$ cat config.mk
export PLATFORM = sky130hd
export DESIGN_NAME = edge_timed_uart_receiver_unit
export DESIGN_NICKNAME = d
export VERILOG_FILES = /design/src/rtl/core/etur_pkg.sv /design/src/rtl/core/edge_timed_uart_receiver_unit.sv /design/src/rtl/core/etur_ctrl.sv /design/src/rtl/core/etur_dp.sv
export SDC_FILE = /design/constraint.sdc
export NUM_CORES = 2
export LEC_CHECK = 0
export BUFFER_PORTS_ARGS = -buffer_cell sky130_fd_sc_hd__buf_2
export CORE_UTILIZATION = 55
export DETAILED_ROUTE_END_ITERATION = 10
export GPL_TIMING_DRIVEN = 0
export HOLD_SLACK_MARGIN = 0.12
export PLACE_DENSITY_LB_ADDON = 0.15
export SYNTH_ARGS = -nofsm -noshare
export SYNTH_HDL_FRONTEND = slang
export SYNTH_SLANG_ARGS = --single-unit
$ cat constraint.sdc
create_clock -name clk -period 19.33 [get_ports clk]
set_input_delay 2.8995 -clock clk [delete_from_list [all_inputs] [get_ports clk]]
set_output_delay 2.8995 -clock clk [all_outputs]
set_load 0.05 [all_outputs]
$ cat src/rtl/core/etur_pkg.sv
package etur_pkg;

	localparam int unsigned FRAME_BITS      = 9;
	localparam int unsigned BAUD_DIV_RESET  = 26;
	localparam int unsigned FIFO_DEPTH_DEF  = 256;
	localparam int unsigned DIV_STEPS       = 33;
	localparam int unsigned CNT_W           = $clog2(DIV_STEPS + 1);

	localparam logic [1:0] FUNC_EDGE    = 2'd0;
	localparam logic [1:0] FUNC_TIMEOUT = 2'd1;
	localparam logic [1:0] FUNC_POP     = 2'd2;
	localparam logic [1:0] FUNC_NOP     = 2'd3;

	typedef struct packed {
		logic [1:0]  func;
		logic [31:0] timestamp;
		logic        pin_level;
	} item_t;

	typedef struct packed {
		logic [7:0] data;
		logic       data_valid;
		logic       data_available;
		logic       dropped;
	} result_t;

	typedef enum logic [2:0] {
		ST_IDLE,
		ST_EVAL,
		ST_DIV,
		ST_APPLY,
		ST_FIN
	} state_t;

	typedef struct packed {
		logic load;
		logic start_frame;
		logic div_start;
		logic div_step;
		logic apply;
		logic timeout;
		logic abandon;
		logic pop;
		logic finish;
	} cmd_t;

	typedef struct packed {
		logic [1:0] func;
		logic       pin_same;
		logic       awaiting;
		logic       line_level;
		logic       nonempty;
		logic       div_last;
		logic       out_free;
	} stat_t;

	// shift n copies of level in from the top, LSB-first order
	function automatic logic [7:0] shift_fill(input logic [7:0] sr, input logic [3:0] n,
		input logic level);
		logic [7:0] fill;
		logic [7:0] res;
		fill = ~(8'hFF >> n[2:0]);
		if (n >= 4'd8) begin
			res = {8{level}};
		end else begin
			res = (sr >> n[2:0]) | (level ? fill : 8'h00);
		end
		return res;
	endfunction

endpackage

$ cat src/rtl/core/edge_timed_uart_receiver_unit.sv
// channel   signals                          direction  payload
// item      item_valid / item_ready / item   in         etur_pkg::item_t
// result    result_valid / result_ready      out        etur_pkg::result_t
// cfg       cfg_valid / cfg_ready / cfg_data in         ticks per bit, 16 bits
//
// An edge that decodes bits goes through the EVAL, DIV, APPLY and FIN states: the
// restoring divider runs one quotient bit per cycle over a 33-bit dividend. Other
// items go from EVAL to FIN. One item is in flight at a time; a finished
// result sits in the output register, so a new item can be taken while it
// waits. The FIFO store needs no clearing pass after reset. cfg is always ready.
module edge_timed_uart_receiver_unit #(
	parameter int unsigned FIFO_DEPTH = etur_pkg::FIFO_DEPTH_DEF
) (
	input  logic               clk,
	input  logic               arst_n,
	input  logic               item_valid,
	output logic               item_ready,
	input  etur_pkg::item_t    item,
	output logic               result_valid,
	input  logic               result_ready,
	output etur_pkg::result_t  result,
	input  logic               cfg_valid,
	output logic               cfg_ready,
	input  logic [15:0]        cfg_data
);

	etur_pkg::cmd_t  cmd;
	etur_pkg::stat_t stat;

	assign cfg_ready = 1'b1;

	etur_ctrl u_ctrl (
		.clk        (clk),
		.arst_n     (arst_n),
		.item_valid (item_valid),
		.item_ready (item_ready),
		.stat       (stat),
		.cmd        (cmd)
	);

	etur_dp #(
		.FIFO_DEPTH (FIFO_DEPTH)
	) u_dp (
		.clk          (clk),
		.arst_n       (arst_n),
		.cfg_valid    (cfg_valid),
		.cfg_data     (cfg_data),
		.item         (item),
		.result_valid (result_valid),
		.result_ready (result_ready),
		.result       (result),
		.cmd          (cmd),
		.stat         (stat)
	);

endmodule

$ cat src/rtl/core/etur_ctrl.sv
module etur_ctrl (
	input  logic              clk,
	input  logic              arst_n,
	input  logic              item_valid,
	output logic              item_ready,
	input  etur_pkg::stat_t   stat,
	output etur_pkg::cmd_t    cmd
);

	etur_pkg::state_t state_q, state_nx;

	always_ff @(posedge clk or negedge arst_n) begin
		if (!arst_n) begin
			state_q <= etur_pkg::ST_IDLE;
		end else begin
			state_q <= state_nx;
		end
	end

	always_comb begin
		state_nx   = state_q;
		cmd        = '0;
		item_ready = 1'b0;
		unique case (state_q)
			etur_pkg::ST_IDLE: begin
				item_ready = 1'b1;
				if (item_valid) begin
					cmd.load = 1'b1;
					state_nx = etur_pkg::ST_EVAL;
				end
			end
			etur_pkg::ST_EVAL: begin
				state_nx = etur_pkg::ST_FIN;
				case (stat.func)
					etur_pkg::FUNC_EDGE: begin
						if (!stat.pin_same) begin
							if (stat.awaiting) begin
								cmd.start_frame = 1'b1;
							end else begin
								cmd.div_start = 1'b1;
								state_nx      = etur_pkg::ST_DIV;
							end
						end
					end
					etur_pkg::FUNC_TIMEOUT: begin
						if (!stat.awaiting) begin
							if (stat.line_level) begin
								cmd.timeout = 1'b1;
							end else begin
								cmd.abandon = 1'b1;
							end
						end
					end
					etur_pkg::FUNC_POP: begin
						cmd.pop = stat.nonempty;
					end
					default: begin
					end
				endcase
			end
			etur_pkg::ST_DIV: begin
				cmd.div_step = 1'b1;
				if (stat.div_last) begin
					state_nx = etur_pkg::ST_APPLY;
				end
			end
			etur_pkg::ST_APPLY: begin
				cmd.apply = 1'b1;
				state_nx  = etur_pkg::ST_FIN;
			end
			etur_pkg::ST_FIN: begin
				if (stat.out_free) begin
					cmd.finish = 1'b1;
					state_nx   = etur_pkg::ST_IDLE;
				end
			end
			default: begin
				state_nx = etur_pkg::ST_IDLE;
			end
		endcase
	end

endmodule

$ cat src/rtl/core/etur_dp.sv
module etur_dp #(
	parameter int unsigned FIFO_DEPTH = etur_pkg::FIFO_DEPTH_DEF
) (
	input  logic               clk,
	input  logic               arst_n,
	input  logic               cfg_valid,
	input  logic [15:0]        cfg_data,
	input  etur_pkg::item_t    item,
	output logic               result_valid,
	input  logic               result_ready,
	output etur_pkg::result_t  result,
	input  etur_pkg::cmd_t     cmd,
	output etur_pkg::stat_t    stat
);

	localparam int unsigned IDX_W = $clog2(FIFO_DEPTH);

	etur_pkg::item_t         item_q;
	etur_pkg::result_t       result_q;
	logic                    result_valid_q;
	logic [15:0]             baud_div_q;
	logic                    line_q;
	logic                    await_q;
	logic [3:0]              bits_q;
	logic [7:0]              shift_q;
	logic [31:0]             last_ts_q;
	logic [IDX_W-1:0]        wr_q;
	logic [IDX_W-1:0]        rd_q;
	logic [7:0]              mem [FIFO_DEPTH];
	logic [7:0]              rd_data_q;
	logic                    valid_q;
	logic                    drop_q;
	logic [32:0]             quo_q;
	logic [15:0]             rem_q;
	logic [etur_pkg::CNT_W-1:0] cnt_q;

	logic [15:0]      bt;
	logic [31:0]      elapsed;
	logic [32:0]      num;
	logic [16:0]      trial;
	logic [16:0]      diff;
	logic             ge;
	logic             clamp;
	logic [3:0]       nbits;
	logic [3:0]       bits_nx;
	logic [7:0]       applied;
	logic [7:0]       filled;
	logic             push;
	logic [7:0]       push_byte;
	logic [IDX_W-1:0] wr_nx;
	logic [IDX_W-1:0] rd_nx;
	logic             full;

	function automatic logic [IDX_W-1:0] next_idx(input logic [IDX_W-1:0] i);
		return (i == IDX_W'(FIFO_DEPTH - 1)) ? '0 : i + 1'b1;
	endfunction

	assign bt      = (baud_div_q == 16'd0) ? 16'd1 : baud_div_q;
	assign elapsed = item_q.timestamp - last_ts_q;
	assign num     = {1'b0, elapsed} + {18'd0, bt[15:1]};

	assign trial = {rem_q, quo_q[32]};
	assign diff  = trial - {1'b0, bt};
	assign ge    = (trial >= {1'b0, bt});

	assign clamp   = (|quo_q[32:4]) || (quo_q[3:0] > bits_q);
	assign nbits   = clamp ? bits_q : quo_q[3:0];
	assign bits_nx = bits_q - nbits;
	assign applied = etur_pkg::shift_fill(shift_q, nbits, line_q);
	assign filled  = etur_pkg::shift_fill(shift_q, bits_q, 1'b1);

	assign push      = (cmd.apply && (bits_nx == 4'd0)) || cmd.timeout;
	assign push_byte = cmd.timeout ? filled : applied;
	assign wr_nx     = next_idx(wr_q);
	assign rd_nx     = next_idx(rd_q);
	assign full      = (wr_nx == rd_q);

	always_comb begin
		stat            = '0;
		stat.func       = item_q.func;
		stat.pin_same   = (item_q.pin_level == line_q);
		stat.awaiting   = await_q;
		stat.line_level = line_q;
		stat.nonempty   = (wr_q != rd_q);
		stat.div_last   = (cnt_q == etur_pkg::CNT_W'(1));
		stat.out_free   = !result_valid_q || result_ready;
	end

	always_ff @(posedge clk or negedge arst_n) begin
		if (!arst_n) begin
			baud_div_q     <= 16'(etur_pkg::BAUD_DIV_RESET);
			line_q         <= 1'b1;
			await_q        <= 1'b1;
			bits_q         <= 4'(etur_pkg::FRAME_BITS);
			shift_q        <= 8'h00;
			wr_q           <= '0;
			rd_q           <= '0;
			result_valid_q <= 1'b0;
			cnt_q          <= '0;
		end else begin
			if (cfg_valid) begin
				baud_div_q <= cfg_data;
			end
			if (cmd.start_frame) begin
				line_q  <= 1'b0;
				await_q <= 1'b0;
				bits_q  <= 4'(etur_pkg::FRAME_BITS);
				shift_q <= 8'h00;
			end
			if (cmd.div_start) begin
				cnt_q <= etur_pkg::CNT_W'(etur_pkg::DIV_STEPS);
			end else if (cmd.div_step) begin
				cnt_q <= cnt_q - 1'b1;
			end
			if (cmd.apply) begin
				shift_q <= applied;
				bits_q  <= bits_nx;
				if (bits_nx == 4'd0) begin
					await_q <= 1'b1;
					line_q  <= 1'b1;
				end else begin
					line_q  <= ~line_q;
				end
			end
			if (cmd.timeout) begin
				shift_q <= filled;
				bits_q  <= 4'd0;
			end
			if (cmd.timeout || cmd.abandon) begin
				await_q <= 1'b1;
				line_q  <= 1'b1;
			end
			if (push && !full) begin
				wr_q <= wr_nx;
			end
			if (cmd.pop) begin
				rd_q <= rd_nx;
			end
			if (cmd.finish) begin
				result_valid_q <= 1'b1;
			end else if (result_ready) begin
				result_valid_q <= 1'b0;
			end
		end
	end

	// payload and datapath registers
	always_ff @(posedge clk) begin
		if (cmd.load) begin
			item_q  <= item;
			valid_q <= 1'b0;
			drop_q  <= 1'b0;
		end
		if (cmd.start_frame || cmd.div_start) begin
			last_ts_q <= item_q.timestamp;
		end
		if (cmd.div_start) begin
			rem_q <= 16'd0;
			// num of zero gives a count of zero
			quo_q <= (num == 33'd0) ? 33'd0 : num - 33'd1;
		end else if (cmd.div_step) begin
			rem_q <= ge ? diff[15:0] : trial[15:0];
			quo_q <= {quo_q[31:0], ge};
		end
		if (push) begin
			drop_q <= full;
			if (!full) begin
				mem[wr_q] <= push_byte;
			end
		end
		if (cmd.pop) begin
			rd_data_q <= mem[rd_q];
			valid_q   <= 1'b1;
		end
		if (cmd.finish) begin
			result_q.data           <= valid_q ? rd_data_q : 8'h00;
			result_q.data_valid     <= valid_q;
			result_q.data_available <= (wr_q != rd_q);
			result_q.dropped        <= drop_q;
		end
	end

	assign result_valid = result_valid_q;
	assign result       = result_q;

endmodule
---- Word-level counts from Yosys, hierarchy flattened ----
Memories as Yosys holds them, arrays and structs flattened. A register that Yosys moved wholly into a read port is not among the register bits.
Index checks and enable logic that the tools add are counted.
storage, ports and cells
  bits in writable memories ............... 2048
  memories kept ........................... 1
  register bits after elaboration ......... 185
  bits of input ports ..................... 56
cells by class
  bitwise logic cells ..................... 5
  order comparisons ....................... 4
  reductions and logical operators ........ 21
  shift operators ......................... 4
  multiplexer cells ....................... 60
  add/sub/neg operators ................... 8
  equal/unequal tests ..................... 15
memory list
  name      depth  bits a word  read ports  clocked after Yosys merged registers in  wr ports  RTL line       source
  u_dp.mem  256    8            1           1                                        1         etur_dp.sv:29  logic [7:0] mem [FIFO_DEPTH];
operators with widths
  kind                   count
  $mux 33                3
  $mux 8                 9
  $add 32x15->33         1
  $logic_not 33->1       1
  $sub 33x1->33 const B  1
  $mux 16                2
  $sub 32x32->32         1
  $reduce_or 29->1       1
  $mux 1                 27
  $mux 3                 7
  $ge 17x16->1           1
  $add 8x1->8 const B    2
  $eq 8x8->1 const B     2
  $logic_not 16->1       1
  $mux 4                 4
  $not 8->8              2
  $or 8x8->8             2
  $shr 8x3->8            2
  $shr 8x3->8 const A    2
  $sub 16x16->16         1
  $pmux 3 s5             1
  $mux 6                 2
  $mux 2                 5
  $eq 8x8->1             1
  other kinds (23)       36

---- Longest topological paths before layout ----
  depth in word-level cells ............... 10
  mapped depth ............................ 26
  depth with buffers taken out ............ 24

---- Cells and area by module ----
Synthesis repeated with hierarchy kept, for this count alone.
second synthesis, totals
  cells, all modules ...................... 4670
  area total of the unflattened synthesis .. 92328.6 sq um
modules (own cells, without submodules)
  module                         cells an instance  sequential area each (sq um)  times used  area each (sq um)
  etur_dp                        4639               66777.8                       1           92077.1
  etur_ctrl                      29                 75.1                          1           240.2
  edge_timed_uart_receiver_unit  2                  0.0                           1           11.3

---- Least setup slack after synthesis ----
No wires, ideal clock.
  kind .................................... register -> register
  from .................................... register u_dp.bits_q[3]
  to ...................................... memory u_dp.mem[0][4], data pin
  library setup time ...................... 2.100 ns
  arrival ................................. 12.730 ns
  slack ................................... 4.500 ns
  stages on the path, launching flop included .. 15
  buffers on the path ..................... 3
  data required time ...................... 17.230 ns
  path through ............................ dfstp_2 -> clkbuf_1 -> inv_1 -> ha_1 -> a21oi_1 -> a41oi_1 -> or3_1 -> clkbuf_1 -> mux2i_1 -> clkbuf_1 -> mux2i_1 -> mux2i_1 -> nor2b_1 -> nor2_1 -> nor3_1
on the way
  word-level cells in the longest chain between the ends .. 9
  elaborated cells between the ends (all ways) .. 13
RTL lines
  element                 RTL line        source
  start, declared         etur_dp.sv:24   logic [3:0] bits_q;
  start signal, assigned  etur_dp.sv:94   bits_q <= 4'(etur_pkg::FRAME_BITS);
  start signal, assigned  etur_dp.sv:107  bits_q <= 4'(etur_pkg::FRAME_BITS);
  start signal, assigned  etur_dp.sv:117  bits_q <= bits_nx;
  $gt 4x4->1              etur_dp.sv:66   assign clamp = (|quo_q[32:4]) || (quo_q[3:0] > bits_q);
  $logic_or 1x1->1        etur_dp.sv:66
  $mux 4                  etur_dp.sv:67   assign nbits = clamp ? bits_q : quo_q[3:0];
  $shr 8x3->8             etur_pkg.sv:62  fill = ~(8'hFF >> n[2:0]);
  $not 8->8               etur_pkg.sv:62
  $mux 8                  etur_pkg.sv:66  res = (sr >> n[2:0]) | (level ? fill : 8'h00);
  $or 8x8->8              etur_pkg.sv:66
  $mux 8                  etur_pkg.sv:63  if (n >= 4'd8) begin
  $mux 8 *                etur_dp.sv:73   assign push_byte = cmd.timeout ? filled : applied;
  net u_dp.push_byte[4]   etur_dp.sv:49   logic [7:0] push_byte;
  end, declared           etur_dp.sv:29
Mark *: on every way through the listed nets, which the timed path passes. The rest lies on a longest branch.

---- Worst setup path after layout ----
  from .................................... register u_dp.bits_q[3]
  to ...................................... memory u_dp.mem[252][5] (enable)
on the way
  word-level cells in the longest chain between the ends .. 9
RTL lines
  element                         RTL line        source
  $gt 4x4->1                      etur_dp.sv:66
  $logic_or 1x1->1                etur_dp.sv:66
  $mux 4                          etur_dp.sv:67
  $sub 4x4->4 *                   etur_dp.sv:68   assign bits_nx = bits_q - nbits;
  $logic_not 4->1 *               etur_dp.sv:72   assign push = (cmd.apply && (bits_nx == 4'd0)) || cmd.timeout;
  $logic_and 1x1->1 *             etur_dp.sv:72
  $logic_or 1x1->1 *              etur_dp.sv:72
  $mux 1 *                        etur_dp.sv:165  if (push) begin
  $mux 1 (not written as such) *  etur_dp.sv:168  mem[wr_q] <= push_byte;
Every way passes the cells marked *; elsewhere a longest branch is shown, timed or not.

==> flow_summary_export.csv <==
group,metric,value,unit
sta,maxSlewHeadroom,-5.15,%
logic_synthesis,synthAdderAreaFrac,1.15,%
critical_path,path_common_cell,"clkbuf_1",
critical_path,critical_path_required,19800,ps
critical_path,reg2regPathDepth,21,
clocking,clkLatencyLatePin,870,ps
die,die_w,410,um
clocking,holdBufCountCts,0,
pwr,leakagePower,32.6,nW
die,core_area,0.165,mm2
sta,finalHoldViolations,0,
critical_path,cp_slowest_cell,"nor2_1",
logic_synthesis,synth-seq-cells,2241,
clocking,post_cts_buffers,0,
placed_design,io_buffer_count,68,
grt,grt_pass1_wl,347000,um
logic_synthesis,ys_async_sr_fraction,2.50,%
clocking,cts_buffer_depth,3,
grt,grt_pass1_vias,46233,
logic_synthesis,synth_compound_area_share,2.35,%
clocking,cts_tree,"yes",
sta,finalClockSkew,37.9,ps
logic_synthesis,ys.flop_type,"edfxtp_1",
critical_path,worstPathMaxFanout,10,
die,die_y,410,um
grt,gr-usage-met2,45.7,%
critical_path,r2r_start,"u_dp.bits_q[3]$_DFFE_PN1P_",
logic_synthesis,synth_area,0.0915,mm2
final_layout,final_cell_mix,"edfxtp_1 (2168), mux4_2 (680), nor2_1 (347)",
sta,period_share,45.5,%
logic_synthesis,synth_area_per_cell,20.0,um2
routing,initialDrtViolationCount,6711,
routing,drtAntennaViolNets,0,
logic_synthesis,synth_edf_count,2168,
clocking,root_buffer,"clkbuf_16",
outcome,failed_checks,"DRC, capacitance limit, slew limit",
clocking,ctsResizeCount,0,
hold_path,min-delay-start,"u_dp.drop_q$_SDFFCE_PN0P_",
sta,period_minus_slack,8790,ps
logic_synthesis,synth_top_family_by_area,"multiplexers",
grt,gr-total-overflow,0,
final_layout,final_common_cell,"edfxtp_1",
routing,wire_per_inst,34.0,um
grt,grtUsageTotal,29.7,%
critical_path,crit_type,"flop to flop",
logic_synthesis,ys_warn_count,0,
sta,tightest_slew,1580,ps
die,start_util,55.5,%
logic_synthesis,synth_xor_area_share,1.15,%
critical_path,cp_num_buf_inv,8,
clocking,cts.clk_slew.worst_paths,60,ps
sta,rsz0062_at_grt,"no",
final_layout,areaGrowthSynthToFinish,12.3,%
outcome,outcome,"finished with violations",
placed_design,routabilityCongestion,0.953,
final_layout,drive_gt1_share,23.9,%
die,dieArea,0.168,mm2
sta,finalSetupViolations,0,
critical_path,crit_family,"simple AND/OR/NAND/NOR gates",
pwr,ir_worst_vdd,0.000151,V
sta,max_freq,114,MHz
sta,final_max_slew_viol_count,54,
critical_path,endpoint_kind,"flop",
clocking,cts_sinks,2241,
critical_path,cp_data_arrival_time,9260,ps
grt,grt_util_met1,42.0,%
hold_path,min_to,"u_dp.result[0]$_DFFE_PP_",
final_layout,nFillCells,11493,
critical_path,critPathLaunchType,"flop",
clocking,cts_max_level,4,
logic_synthesis,syn_inst,4573,
logic_synthesis,synthMuxAreaShare,17.3,%
critical_path,crit_chain,"clkbuf_1, inv_1, ha_1, a21oi_1, a41oi_1, or3_1, clkbuf_1, mux2i_1, clkbuf_1, inv_1, ha_1, inv_1, fa_1, nor3_1, a21oi_1, nor2b_1, clkbuf_1, and3_1, nand2_1, clkbuf_1, nor2_1",
grt,busiest_layer,"met2",
logic_synthesis,syn-num-nets,4711,
logic_synthesis,ys_seq_area_share,73.1,%
run,maxCapViolCount,6,
die,ios,70,
routing,drc,20,
routing,num_vias,47699,
sta,tns,0,ps
placed_design,dp_hpwl,170000,um
pwr,power_density,160,mW/mm2
die,rows,149,
sta,whs,421,ps
hold_path,min-delay-path-class,"flop to flop",
logic_synthesis,yosysUniqueCellTypes,77,
critical_path,crit_path_max_incr_delay,1010,ps
routing,via_per_inst,6.54,
final_layout,fin_nets,5048,
hold_path,min_path_cells,0,
critical_path,rrSetupSlack,10540,ps
final_layout,fin_util,62.3,%
routing,drt_wl_total,248000,um
grt,use_met3,7.28,%
routing,dr.pass1.iters,9,
clocking,numCtsBuffers,218,
grt,antenna_found_initial,11,
logic_synthesis,synth-simple-area-share,3.56,%
critical_path,r2r-end,"u_dp.mem[252][5]$_DFFE_PP_",
grt,grt_start_max_net_pins,91,
==> cell families after synthesis <==
kind of cell / count (synthesis)
xor gates and xnor gates: 119
muxes: 729
DFF: 2241
other: 1
adders and majority gates: 82
AOI/OAI and AO/OA: 327
and+or+nand+nor: 728
buffers and inverters: 346
==> metal layers <==
metal	vias up	share of wire, %	wire (um)
met3	435	10	26000
met4	4	3.9	9670
met1	25150	39	95600
li1	19404	-	-
met2	2706	47	116000
met5	-	0.010	25
==> final cells by class <==
cell class | instances | area (um2) | area share, %
Tap cell | 2189 | 2740 | 2.67
Buffer | 257 | 1050 | 1.02
Antenna cell | 1 | 2.50 | 0.00244
Sequential cell | 2241 | 66900 | 65.1
Clock inverter | 142 | 1390 | 1.35
Inverter | 89 | 334 | 0.325
Multi-Input combinational cell | 1986 | 23400 | 22.7
Timing Repair Buffer | 117 | 1330 | 1.29
Clock buffer | 267 | 5690 | 5.54
==> registers in the layout, indices dropped and copies added (netlist names), 11 cells and up <==
| name | count |
|---|---|
| u_dp.baud_div_q | 16 |
| u_dp.item_q | 33 |
| u_dp.last_ts_q | 32 |
| u_dp.mem | 2048 |
| u_dp.quo_q | 33 |
| u_dp.rem_q | 16 |
| u_dp.result | 11 |
==> worst max-delay path by stage <==
stage / startpoint / end / slack, ps / cells past startpoint
global placement: u_dp.bits_q[3]$_DFFE_PN1P_ / u_dp.mem[210][4]$_DFFE_PP_ / -5540 / 14
CTS: u_dp.bits_q[3]$_DFFE_PN1P_ / u_dp.mem[253][6]$_DFFE_PP_ / 10900 / 21
detailed placement: u_dp.bits_q[3]$_DFFE_PN1P_ / u_dp.mem[253][1]$_DFFE_PP_ / 10960 / 21
floorplan: u_dp.bits_q[3]$_DFFE_PN1P_ / u_dp.mem[0][4]$_DFFE_PP_ / 4500 / 14
finish: u_dp.bits_q[3]$_DFFE_PN1P_ / u_dp.mem[252][5]$_DFFE_PP_ / 10540 / 21
global route: u_dp.bits_q[3]$_DFFE_PN1P_ / u_dp.mem[147][7]$_DFFE_PP_ / 10340 / 21
==> power by group <==
group,switching [W],total (W),leakage (nW),internal (W)
Combinational,0.00355,0.00540,8.66,0.00184
Clock,0.00185,0.00422,3.48,0.00237
Sequential,0.0000651,0.00681,20.5,0.00675
Total,0.00547,0.0164,32.6,0.0110
==> through the flow <==
stage | instance area (um2) | total power (W) | instances | setup WS (ps)
floorplan | 91500 | 0.0101 | 4573 | 4500
global placement | 94600 | 0.0122 | 6830 | -5540
detailed placement | 95600 | 0.0123 | 6878 | 10960
CTS | 103000 | 0.0164 | 7287 | 10900
global route | 103000 | 0.0169 | 7288 | 10340
finish | 103000 | 0.0164 | 7289 | 10540
==> worst reg2reg max path, stage by stage, from the launching register on <==
cell and delay (ps):
dfstp_2 510, clkbuf_1 370, inv_1 200, ha_1 330, a21oi_1 130, a41oi_1 60, or3_1 370, clkbuf_1 200
mux2i_1 530, clkbuf_1 510, inv_1 140, ha_1 210, inv_1 90, fa_1 450, nor3_1 330, a21oi_1 210
nor2b_1 510, clkbuf_1 440, and3_1 300, nand2_1 660, clkbuf_1 830, nor2_1 1030
==> synthesized netlist by cell type (10+ instances only) <==
cell         n  area (um2)
or2_2       12        75.1
ha_1        78         976
a21o_1      30         225
nand2b_1    20         125
nand2_1    169         634
a21oi_1     87         435
nor2b_1     17         106
mux2_2      10         113
and2_1      19         119
nor2_1     347        1300
buf_1       61         229
clkbuf_1   189         709
o21ai_1     15        75.1
nand4_1     16         100
xnor2_1     73         639
nor4_1      17         106
o21ai_0     74         370
nand3_1     35         175
mux4_2     680       15300
inv_1       89         334
and3_1      14        87.6
mux2i_1     39         390
o21ai_2     20         175
dfxtp_1     17         340
dfrtp_1     49        1230
edfxtp_1  2168       65100
o31ai_1     11        82.6
xor2_1      45         394
nor3_1      29         145
No activity file was read; power rests on OpenSTA's default activity.
